## src/hdl/nf4_pkg.sv

```systemverilog
`timescale 1ns / 1ps
`default_nettype none
// ----------------------------------------------------------------------------
// nf4_pkg
// shared constants, code tables and the per-lane status struct
// ----------------------------------------------------------------------------
package nf4_pkg;

    localparam int LANES = 2;

    localparam logic CODE_FMT_NF4 = 1'b0;
    localparam logic CODE_FMT_FP4 = 1'b1;

    localparam logic [15:0] BF16_QNAN     = 16'hFFC0;
    localparam logic [15:0] BF16_QUIET    = 16'h0040;
    localparam logic [14:0] BF16_INF_MAG  = 15'h7F80;
    localparam logic [7:0]  EXP_ALL_ONES  = 8'hFF;
    localparam logic [9:0]  EXP_BIAS      = 10'd127;

    // stage-one result of a lane: special case resolved or product pending
    typedef struct packed {
        logic        special;
        logic [15:0] special_val;
        logic        sign;
        logic [9:0]  exp;
        logic [15:0] prod;
    } t_lane_mid;

    function automatic logic [15:0] code_value(input logic fmt, input logic [3:0] code);
        logic [15:0] v;
        v = 16'h0000;
        if (fmt == CODE_FMT_NF4) begin
            case (code)
                4'd0:  v = 16'hBF80;
                4'd1:  v = 16'hBF32;
                4'd2:  v = 16'hBF06;
                4'd3:  v = 16'hBECA;
                4'd4:  v = 16'hBE92;
                4'd5:  v = 16'hBE3D;
                4'd6:  v = 16'hBDBA;
                4'd7:  v = 16'h0000;
                4'd8:  v = 16'h3DA3;
                4'd9:  v = 16'h3E25;
                4'd10: v = 16'h3E7C;
                4'd11: v = 16'h3EAD;
                4'd12: v = 16'h3EE2;
                4'd13: v = 16'h3F10;
                4'd14: v = 16'h3F39;
                4'd15: v = 16'h3F80;
                default: v = 16'h0000;
            endcase
        end else begin
            case (code)
                4'd0:  v = 16'h0000;
                4'd1:  v = 16'h3BAB;
                4'd2:  v = 16'h3F2B;
                4'd3:  v = 16'h3F80;
                4'd4:  v = 16'h3EAB;
                4'd5:  v = 16'h3F00;
                4'd6:  v = 16'h3E2B;
                4'd7:  v = 16'h3E80;
                4'd8:  v = 16'h0000;
                4'd9:  v = 16'hBBAB;
                4'd10: v = 16'hBF2B;
                4'd11: v = 16'hBF80;
                4'd12: v = 16'hBEAB;
                4'd13: v = 16'hBF00;
                4'd14: v = 16'hBE2B;
                4'd15: v = 16'hBE80;
                default: v = 16'h0000;
            endcase
        end
        return v;
    endfunction

endpackage
`default_nettype wire

```

## src/hdl/nf4_lane.sv

```systemverilog
`timescale 1ns / 1ps
`default_nettype none
// ----------------------------------------------------------------------------
// nf4_lane
// one lane: table lookup and 8x8 mantissa multiply, then round to bfloat16
// ----------------------------------------------------------------------------
module nf4_lane (
    input  wire logic        i_clk,
    input  wire logic        i_en1,
    input  wire logic        i_en2,
    input  wire logic        i_fmt,
    input  wire logic [3:0]  i_code,
    input  wire logic [15:0] i_scale,
    output logic      [15:0] o_weight
);
    import nf4_pkg::*;

    t_lane_mid   r_mid, n_mid;
    logic [15:0] r_weight, n_weight;

    always_comb begin
        logic [15:0] a;
        logic [7:0]  ea, eb;
        logic [6:0]  mb;
        logic        s;
        a  = code_value(i_fmt, i_code);
        ea = a[14:7];
        eb = i_scale[14:7];
        mb = i_scale[6:0];
        s  = a[15] ^ i_scale[15];
        n_mid.sign        = s;
        n_mid.exp         = {2'b00, ea} + {2'b00, eb} - EXP_BIAS;
        n_mid.prod        = {8'h00, 1'b1, a[6:0]} * {8'h00, 1'b1, mb};
        n_mid.special     = 1'b1;
        n_mid.special_val = {s, 15'h0000};
        if (eb == EXP_ALL_ONES && mb != 7'd0) begin
            n_mid.special_val = i_scale | BF16_QUIET;
        end else if (eb == EXP_ALL_ONES) begin
            n_mid.special_val = (ea == 8'd0) ? BF16_QNAN : {s, BF16_INF_MAG};
        end else if (ea == 8'd0 || eb == 8'd0) begin
            n_mid.special_val = {s, 15'h0000};
        end else begin
            n_mid.special = 1'b0;
        end
    end

    always_comb begin
        logic [9:0]  e;
        logic [9:0]  e_pre;
        logic [15:0] p;
        logic [8:0]  q;
        logic [7:0]  r;
        e = r_mid.exp;
        p = r_mid.prod;
        if (p[15]) begin
            e = e + 10'd1;
        end else begin
            p = {p[14:0], 1'b0};
        end
        // flush decision is taken on the exponent before rounding
        e_pre = e;
        q = {1'b0, p[15:8]};
        r = p[7:0];
        if (r > 8'h80 || (r == 8'h80 && q[0])) begin
            q = q + 9'd1;
        end
        if (q[8]) begin
            e = e + 10'd1;
        end
        // e is signed 10-bit: negative or zero flushes, 255 and up overflows
        if (r_mid.special) begin
            n_weight = r_mid.special_val;
        end else if (e_pre[9] || e_pre == 10'd0) begin
            n_weight = {r_mid.sign, 15'h0000};
        end else if (e >= 10'd255) begin
            n_weight = {r_mid.sign, BF16_INF_MAG};
        end else begin
            n_weight = {r_mid.sign, e[7:0], q[8] ? 7'd0 : q[6:0]};
        end
    end

    always_ff @(posedge i_clk) begin
        if (i_en1) r_mid <= n_mid;
        if (i_en2) r_weight <= n_weight;
    end

    assign o_weight = r_weight;

endmodule
`default_nettype wire

```

## src/hdl/nf4_fp4_dequantizer.sv

```systemverilog
`timescale 1ns / 1ps
`default_nettype none
// ----------------------------------------------------------------------------
// nf4_fp4_dequantizer
// two bfloat16 weights per packed byte from an NF4 or FP4 code table
// ----------------------------------------------------------------------------
// path: an accepted transaction goes through lookup/multiply, then round, to o_valid
// throughput: one transaction per cycle while i_stall does not hold the two-stage lane pipeline
// reset: synchronous active-low i_rst_n clears valids and selects the NF4 table
module nf4_fp4_dequantizer (
    input  wire logic        i_clk,
    input  wire logic        i_rst_n,
    input  wire logic        i_cfg_we,
    input  wire logic        i_cfg_data,
    input  wire logic        i_valid,
    output logic             o_stall,
    input  wire logic [7:0]  i_packed_byte,
    input  wire logic [15:0] i_scale_low,
    input  wire logic [15:0] i_scale_high,
    output logic             o_valid,
    input  wire logic        i_stall,
    output logic      [15:0] o_weight_low,
    output logic      [15:0] o_weight_high
);
    import nf4_pkg::*;

    logic r_fmt;
    logic r_v1, r_v2;
    logic adv2, adv1;
    logic [15:0] w_lane [2];

    // stage two holds when its result is stalled; stage one moves if empty or two moves
    assign adv2    = !r_v2 || !i_stall;
    assign adv1    = !r_v1 || adv2;
    assign o_stall = !adv1;

    always_ff @(posedge i_clk) begin
        if (!i_rst_n) begin
            r_fmt <= CODE_FMT_NF4;
            r_v1  <= 1'b0;
            r_v2  <= 1'b0;
        end else begin
            if (i_cfg_we) r_fmt <= i_cfg_data;
            if (adv1) r_v1 <= i_valid;
            if (adv2) r_v2 <= r_v1;
        end
    end

    // low nibble lane and high nibble lane
    nf4_lane u_lane0 (
        .i_clk(i_clk), .i_en1(adv1), .i_en2(adv2), .i_fmt(r_fmt),
        .i_code(i_packed_byte[3:0]), .i_scale(i_scale_low), .o_weight(w_lane[0])
    );
    nf4_lane u_lane1 (
        .i_clk(i_clk), .i_en1(adv1), .i_en2(adv2), .i_fmt(r_fmt),
        .i_code(i_packed_byte[7:4]), .i_scale(i_scale_high), .o_weight(w_lane[1])
    );

    // merge: lanes at or past LANES read as zero
    assign o_valid       = r_v2;
    assign o_weight_low  = (LANES > 0) ? w_lane[0] : 16'h0000;
    assign o_weight_high = (LANES > 1) ? w_lane[1] : 16'h0000;

endmodule
`default_nettype wire

```

## config.mk

```make
export PLATFORM = sky130hd
export DESIGN_NAME = nf4_fp4_dequantizer
export DESIGN_NICKNAME = d
export VERILOG_FILES = /design/src/hdl/nf4_pkg.sv /design/src/hdl/nf4_lane.sv /design/src/hdl/nf4_fp4_dequantizer.sv
export SDC_FILE = /design/constraint.sdc
export NUM_CORES = 1
export LEC_CHECK = 0
export ABC_AREA = 1
export BUFFER_PORTS_ARGS = -buffer_cell sky130_fd_sc_hd__buf_2
export CORE_MARGIN = 10
export CORE_UTILIZATION = 50
export CTS_CLUSTER_SIZE = 20
export DETAILED_ROUTE_END_ITERATION = 6
export GPL_TIMING_DRIVEN = 0
export PLACE_DENSITY = 0.69
export SETUP_SLACK_MARGIN = 0.3
export SYNTH_ARGS = -nofsm -noshare
export SYNTH_HDL_FRONTEND = slang
export SYNTH_HIERARCHICAL = 1
export SYNTH_SLANG_ARGS = --single-unit
```

## constraint.sdc

```tcl
create_clock -name i_clk -period 17.35 [get_ports i_clk]
set_clock_uncertainty 0.2 [all_clocks]
set_input_delay 3.47 -clock i_clk [delete_from_list [all_inputs] [get_ports i_clk]]
set_output_delay 3.47 -clock i_clk [all_outputs]
set_load 0.02 [all_outputs]
```

==> metrics, run 1 <==
cell type with the highest aggregate area in the netlist sky130_fd_sc_hd__edfxtp_1; leading post-synthesis cells by cell area sky130_fd_sc_hd__edfxtp_1 31%, sky130_fd_sc_hd__fa_1 13%, sky130_fd_sc_hd__ha_1 11%, sky130_fd_sc_hd__nand2_1 10%, sky130_fd_sc_hd__inv_1 8.4%; drt first-iter violations 686; number of buffers inserted by port buffering 79; summed negative setup slack over all endpoints 0 ns; path class of the lowest-slack min-delay path reg -> reg; CP Max Fanout 7; Detailed Routing Iterations Pass 1 7; buffer levels on the longest clock path 2; number of buffers and inverters on the critical path 7; number of antenna-violating nets in the routed design 0; fmax roughly 110 MHz; drt via density between 5 and 6; post_cts resized 0; largest net degree at the start of global routing 63; boundary pin count 80; number of antenna violations at the first check in global routing 1; Detail Placement HPWL 21,100 µm; Hold Fails Final Rpt 0; Total Wirelength around 26,000 µm; crit end category flop; slack of the worst reg-to-reg path between 10 and 15 ns; hold bufs inserted after CTS 0; wire length of the first global-routing pass between 40,000 and 50,000 µm; maximum vdd drop 79.1 µV; type of the setup path with the least slack in -> reg; RSZ-0062 raised after global routing no; total of warnings raised by yosys 6; number of synthesized register bits 123; Worst EP required roughly 17 ns; transition time of the tightest slew-check pin slightly above 0.9 ns; CP dominant cell by count sky130_fd_sc_hd__inv_1; post-route core utilization 0.577; count of distinct cell types in the synthesized netlist between 40 and 50; Final setup viols 0; Worst path slowest cell sky130_fd_sc_hd__fa_1; Starting Density 0.513; commonest non-fill, non-tap cells in the layout 311 x sky130_fd_sc_hd__nand2_1, 263 x sky130_fd_sc_hd__inv_1, 187 x sky130_fd_sc_hd__nor2_1, 120 x sky130_fd_sc_hd__edfxtp_1, 104 x sky130_fd_sc_hd__ha_1; Worst Hold Launch r_v1; Synth Area per Inst ~8.1 µm²; share of synthesized area occupied by flip-flops and latches 0.313; register area 3660 µm²; layout net count approximately 1,800; Arr. time, crit path between 8 and 9 ns; Fillers approximately 2,100; synthesized cell area approximately 12,000 µm²; Post-CTS Setup Repair Bufs 0; start point of the critical path i_packed_byte[0]; type of element launching the critical path input port; Area Overhead vs Synth 12.5%; Synth top area share 0.307; total power per unit cell area approximately 140 nW/µm²; clock tree from TritonCTS yes; layout cells sized above 1 0.113; commonest non-fill, non-tap cell in the layout sky130_fd_sc_hd__nand2_1; routed length per placed instance ~14 µm; number of global-route vias before repair 9,578; run status finished, final reports clean; # H-tree levels 4; Die Outline Area about 30,000 µm²; clock-pin slew on the worst setup and hold paths roughly 0.06 ns; Multi-input gate area between 6000 and 7000 µm²; TritonCTS buffer count 17; synthesized netlist net count about 1,700; Worst R2R Start r_fmt; Power, Total around 0.0019 W; sinks on the clock net between 100 and 150; kind of cell with the highest combined delay on the critical path adder cells; Final Slew Violations 0; portion of the clock cycle consumed by the worst path in the final layout 0.510; Final min period 8.85 ns; vias between 9,000 and 10,000; DRC violations left 0; leakage power 6.62 nW; delay of the slowest critical-path stage between 0.5 and 0.6 ns; max capacitance violation total 0; global routing usage summed across all routing layers 0.177; Core Area between 20,000 and 25,000 µm²; Mapped Cells 1,441; clock latency on the worst-skew pair a little over 0.4 ns; weighted congestion reported at the end of routability-driven placement 0.918; die span in y between 150 and 200 µm; worst rel slew slack 0.375; clock root buffer sky130_fd_sc_hd__clkbuf_16; Placement Rows 55; global-route congestion overflow total 0; horizontal extent of the die approximately 170 µm
-- worst reg2reg max path, cell delays in order, from the launching register on --
cell	delay [ns]
sky130_fd_sc_hd__dfxtp_1	0.55
sky130_fd_sc_hd__clkbuf_1	0.31
sky130_fd_sc_hd__clkinv_1	0.32
sky130_fd_sc_hd__a21oi_1	0.33
sky130_fd_sc_hd__a21oi_1	0.15
sky130_fd_sc_hd__inv_1	0.23
sky130_fd_sc_hd__nor2_1	0.10
sky130_fd_sc_hd__fa_1	0.54
sky130_fd_sc_hd__inv_1	0.05
sky130_fd_sc_hd__fa_1	0.47
sky130_fd_sc_hd__inv_1	0.05
sky130_fd_sc_hd__fa_1	0.52
sky130_fd_sc_hd__inv_1	0.06
sky130_fd_sc_hd__fa_1	0.53
sky130_fd_sc_hd__inv_1	0.04
sky130_fd_sc_hd__ha_1	0.35
sky130_fd_sc_hd__a21oi_1	0.18
sky130_fd_sc_hd__o21ai_0	0.09
sky130_fd_sc_hd__a21oi_1	0.25
sky130_fd_sc_hd__o21ai_0	0.18
sky130_fd_sc_hd__a21oi_1	0.16
sky130_fd_sc_hd__nor2_1	0.06
sky130_fd_sc_hd__nor2_1	0.11
sky130_fd_sc_hd__xor2_1	0.08
-- logic make-up after synthesis --
family	count (synthesis)	share of synthesized area
buf+inv	286	0.0989
compound gates	151	0.0727
flops	123	0.313
xor+xnor	54	0.0403
mux	1	0.000961
fa+ha+maj	178	0.237
simple gates	648	0.237
-- path summary, 6_finish.rpt --
| path | to | cells past startpoint |
|---|---|---|
| max | u_lane0/r_mid[14] | 25 |
| min | o_valid | 2 |
| max reg2reg | u_lane1/r_mid[14] | 23 |
| min reg2reg | o_valid | 2 |
-- metrics by stage --
stage / hold slack [ns] / setup slack, ns / instance area, µm² / cells
4_1_cts: 0.298 / 8.54 / 13200 / 1867
2_1_floorplan: 0.241 / 8.41 / 11700 / 1441
6_report: 0.288 / 8.50 / 13200 / 1868
3_5_place_dp: 0.290 / 8.12 / 12600 / 1835
5_1_grt: 0.330 / 8.09 / 13200 / 1868
3_3_place_gp: 0.267 / 7.90 / 12500 / 1833
-- flip-flops by register name (all words and copies together) (netlist names) --
| name | count |
|---|---|
| u_lane0/r_mid | 44 |
| u_lane1/r_mid | 44 |
| o_valid | 1 |
| r_fmt | 1 |
| u_lane0/o_weight | 16 |
| r_v1 | 1 |
| u_lane1/o_weight | 16 |
-- power by group --
part / internal [W] / switching [W] / total (W)
clock network: 0.000228 / 0.000135 / 0.000363
registers: 0.000451 / 0.0000342 / 0.000485
logic: 0.000394 / 0.000634 / 0.00103
total: 0.00107 / 0.000803 / 0.00188
-- layer usage --
metal  up-vias  GRT usage  routed length (µm)
met5         -          0                   0
met4         0     0.0579                 516
met3        32     0.0253                1330
met2       230      0.287               11900
met1      4417      0.237               12200
li1       4812          -                   -
-- synth_stat cells (all sizes together) --
cell,count
nand2,326
inv,264
nor2,200
edfxtp,120
ha,104
nand3,78
fa,74
o21ai,70
a21oi,53
xor2,38
nand4,23
xnor2,16
buf,12
nor3,9
clkbuf,8
a31oi,6
nor4,5
o211ai,5
o21bai,4
or2,4
a21boi,3
dfxtp,3
nand3b,3
a211oi,2
a21o,2
clkinv,2
o22a,2
o41ai,2
mux2,1
o2111ai,1
o221ai,1
-- final cells by class --
class	count	area share
inverters	266	0.0757
diodes	1	0.000190
repair buffers	81	0.0326
multi-input cells	1032	0.525
well taps	313	0.0297
plain buffers	20	0.0122
clock buffers	17	0.0323
clock inverters	15	0.0142
flip-flops and latches	123	0.278
Note: power is estimated with default switching activity, not from simulation.
==> run 2, diff against run 1 <==
--- a/config.mk
+++ b/config.mk
@@ -12,7 +12,7 @@
 export CTS_CLUSTER_SIZE = 20
 export DETAILED_ROUTE_END_ITERATION = 6
 export GPL_TIMING_DRIVEN = 0
-export PLACE_DENSITY = 0.69
+export PLACE_DENSITY = 0.72
 export SETUP_SLACK_MARGIN = 0.3
 export SYNTH_ARGS = -nofsm -noshare
 export SYNTH_HDL_FRONTEND = slang
==> constraint.sdc (replaced) <==
create_clock -name i_clk -period 7.22 [get_ports i_clk]
set_clock_uncertainty 0.2 [all_clocks]
set_input_delay 1.444 -clock i_clk [delete_from_list [all_inputs] [get_ports i_clk]]
set_output_delay 1.444 -clock i_clk [all_outputs]
set_load 0.02 [all_outputs]
==> run 2 against run 1 <==
Count of clock-buffer cells in the layout unchanged. Utilization grew 0.15 points. Critical path depth unchanged. Critical path type unchanged.
==> metrics, run 2 (synthesized netlist as in run 1, its figures left out) <==
drt via density slightly above 5; Area Overhead vs Synth 12.8%; die span in y ~170 µm; clock latency on the worst-skew pair 0.42 ns; Worst EP required 7.20 ns; sum of met2 wire segment lengths after detailed routing roughly 12,000 µm; largest net degree at the start of global routing 61; Power, Total between 0.004 and 0.005 W; Arr. time, crit path about 6.6 ns; buffer levels on the longest clock path 2; layout cells sized above 1 0.122; commonest non-fill, non-tap cells in the layout 311 x sky130_fd_sc_hd__nand2_1, 257 x sky130_fd_sc_hd__inv_1, 187 x sky130_fd_sc_hd__nor2_1, 120 x sky130_fd_sc_hd__edfxtp_1, 104 x sky130_fd_sc_hd__ha_1; Final Slew Violations 0; total power per unit cell area roughly 340 nW/µm²; share of total power in sequential cells 0.257; path class of the lowest-slack min-delay path reg -> reg; tightest hold margin approximately 0.32 ns; number of antenna-violating nets in the routed design 0; Detail Placement HPWL around 21,000 µm; leakage power 6.61 nW; type of the setup path with the least slack in -> reg; met1 layer wirelength in the final routing ~13,000 µm; summed negative setup slack over all endpoints 0 ns; clock root buffer sky130_fd_sc_hd__clkbuf_16; number of global-route vias before repair 9,545; CP Max Fanout 7; portion of the clock cycle consumed by the worst path in the final layout 0.917; Placement Rows 55; run status finished, final reports clean; weighted congestion reported at the end of routability-driven placement around 0.93; Die Outline Area ~30,000 µm²; sinks on the clock net 123; global routing usage summed across all routing layers 0.179; # H-tree levels 4; slack of the worst reg-to-reg path 1.23 ns; clock tree from TritonCTS yes; FF-to-FF End u_lane1/r_mid[14]; number of buffers inserted by port buffering 79; Hold Fails Final Rpt 0; clock-pin slew on the worst setup and hold paths about 0.060 ns; sum of met3 wire segment lengths after detailed routing around 1100 µm; portion of total power attributed to combinational logic 0.548; Switching Power approximately 0.0020 W; type of element launching the critical path input port; Detailed Routing Iterations Pass 1 5; clock network power share 0.194; top routing layer in use met4; hold-critical path depth 2; Final setup viols 0; crit end category flop; Fillers approximately 2,100; max capacitance violation total 0; DRC violations left 0; fmax between 150 and 200 MHz; number of standard cells in the final layout excluding fillers approximately 1,900; commonest non-fill, non-tap cell in the layout sky130_fd_sc_hd__nand2_1; sink of the worst hold path u_lane0/o_weight[15]; number of antenna violations at the first check in global routing 0; length in cells of the worst reg-to-reg path 20; largest registers ranked by flip-flop count u_lane0/r_mid x44, u_lane1/r_mid x44; cell count after placement 1,834; layout net count roughly 1,800; Final min period 6.62 ns; worst rel slew slack 0.325; wire length of the first global-routing pass between 40,000 and 50,000 µm; transition time of the tightest slew-check pin ~1.0 ns; Total Wirelength roughly 26,000 µm; horizontal extent of the die around 170 µm; global-route congestion overflow total 0; Core Area around 23,000 µm²; internal power summed over all cells between 0.002 and 0.003 W; Worst Hold Launch u_lane0/r_mid[26]; boundary pin count 80; switching share of power 0.431; vias 9,556; Starting Density 0.513; maximum vdd drop between 150 and 200 µV; drt first-iter violations around 550; RSZ-0062 raised after global routing yes; Worst R2R Start r_fmt; routed length per placed instance 14.2 µm; diode count 0; start point of the critical path i_packed_byte[4]; TritonCTS buffer count 17
## run 2: cell types whose count changed in the layout (fill, tap and decap cells not counted), moves of 4 or more
| cell | before | now |
|---|---|---|
| sky130_fd_sc_hd__inv_1 | 263 | 257 |
| sky130_fd_sc_hd__a21oi_1 | 51 | 45 |
| sky130_fd_sc_hd__inv_2 | 1 | 7 |
| sky130_fd_sc_hd__inv_6 | 6 | 2 |
| sky130_fd_sc_hd__a21oi_2 | 2 | 8 |
## run 2: final cells by class
class | instances | area, µm² | area share
clock inverter | 15 | 191 | 0.0145
clock buffer | 17 | 425 | 0.0322
timing repair buffer | 81 | 430 | 0.0326
inverter | 266 | 998 | 0.0755
sequential | 123 | 3660 | 0.277
buffer | 20 | 161 | 0.0122
multi-input combinational | 1032 | 6960 | 0.526
tap | 313 | 392 | 0.0296
## run 2: metrics by stage
step                      utilization  cell area [µm²]  worst slack (ns)
after floorplan                     -            11700             0.665
after global placement          0.548            12500            0.0666
after detailed placement        0.550            12600         0.0000848
after CTS                       0.577            13200             0.429
after global routing            0.579            13200             0.250
final                           0.579            13200             0.597
## run 2: routing by layer
layer / vias to the layer above / GRT usage
li1: 4814 / -
met1: 4491 / 0.234
met2: 219 / 0.291
met3: 32 / 0.0340
met4: 0 / 0.0593
met5: - / 0
## run 2: how the worst max path moves through the flow
stage | end | slack [ns] | cells after the start
finish | u_lane1/r_mid[14] | 0.60 | 25
global route | u_lane1/r_mid[14] | 0.25 | 25
CTS | u_lane0/r_mid[14] | 0.43 | 25
detailed placement | u_lane0/r_mid[14] | 0.00008 | 25
global placement | u_lane1/r_mid[14] | 0.07 | 25
floorplan | u_lane0/r_mid[14] | 0.66 | 24
## run 2: what timing repair did
action | 4_1_cts | 5_1_grt
hold buffers | 0 | 0
hold endpoints to repair | 0 | 0
endpoints found under the setup margin | 0 | 5
setup buffers | 0 | 1
resized for setup | 0 | 16
## run 2: power groups by stage
stage / clock network, W / registers, W / logic (W)
floorplan: 0 / 0.00125 / 0.00183
global placement: 0 / 0.00117 / 0.00238
detailed placement: 0 / 0.00118 / 0.00245
CTS: 0.000890 / 0.00117 / 0.00247
global route: 0.000923 / 0.00119 / 0.00287
finish: 0.000882 / 0.00117 / 0.00249
## run 2: worst max-delay path: stages
cell                      delay, ns
sky130_fd_sc_hd__buf_2         0.16
sky130_fd_sc_hd__inv_1         0.11
sky130_fd_sc_hd__ha_1          0.34
sky130_fd_sc_hd__or2_2         0.29
sky130_fd_sc_hd__a21oi_2       0.19
sky130_fd_sc_hd__a21oi_1       0.12
sky130_fd_sc_hd__inv_2         0.15
sky130_fd_sc_hd__nor2_1        0.08
sky130_fd_sc_hd__fa_1          0.54
sky130_fd_sc_hd__inv_1         0.05
sky130_fd_sc_hd__fa_1          0.47
sky130_fd_sc_hd__inv_1         0.05
sky130_fd_sc_hd__fa_1          0.53
sky130_fd_sc_hd__inv_1         0.05
sky130_fd_sc_hd__fa_1          0.52
sky130_fd_sc_hd__inv_1         0.04
sky130_fd_sc_hd__ha_1          0.36
sky130_fd_sc_hd__a21oi_1       0.10
sky130_fd_sc_hd__o21ai_0       0.25
sky130_fd_sc_hd__a21oi_2       0.09
sky130_fd_sc_hd__o21ai_0       0.26
sky130_fd_sc_hd__a21oi_1       0.10
sky130_fd_sc_hd__nor2_1        0.10
sky130_fd_sc_hd__nor2_1        0.05
sky130_fd_sc_hd__xor2_1        0.14
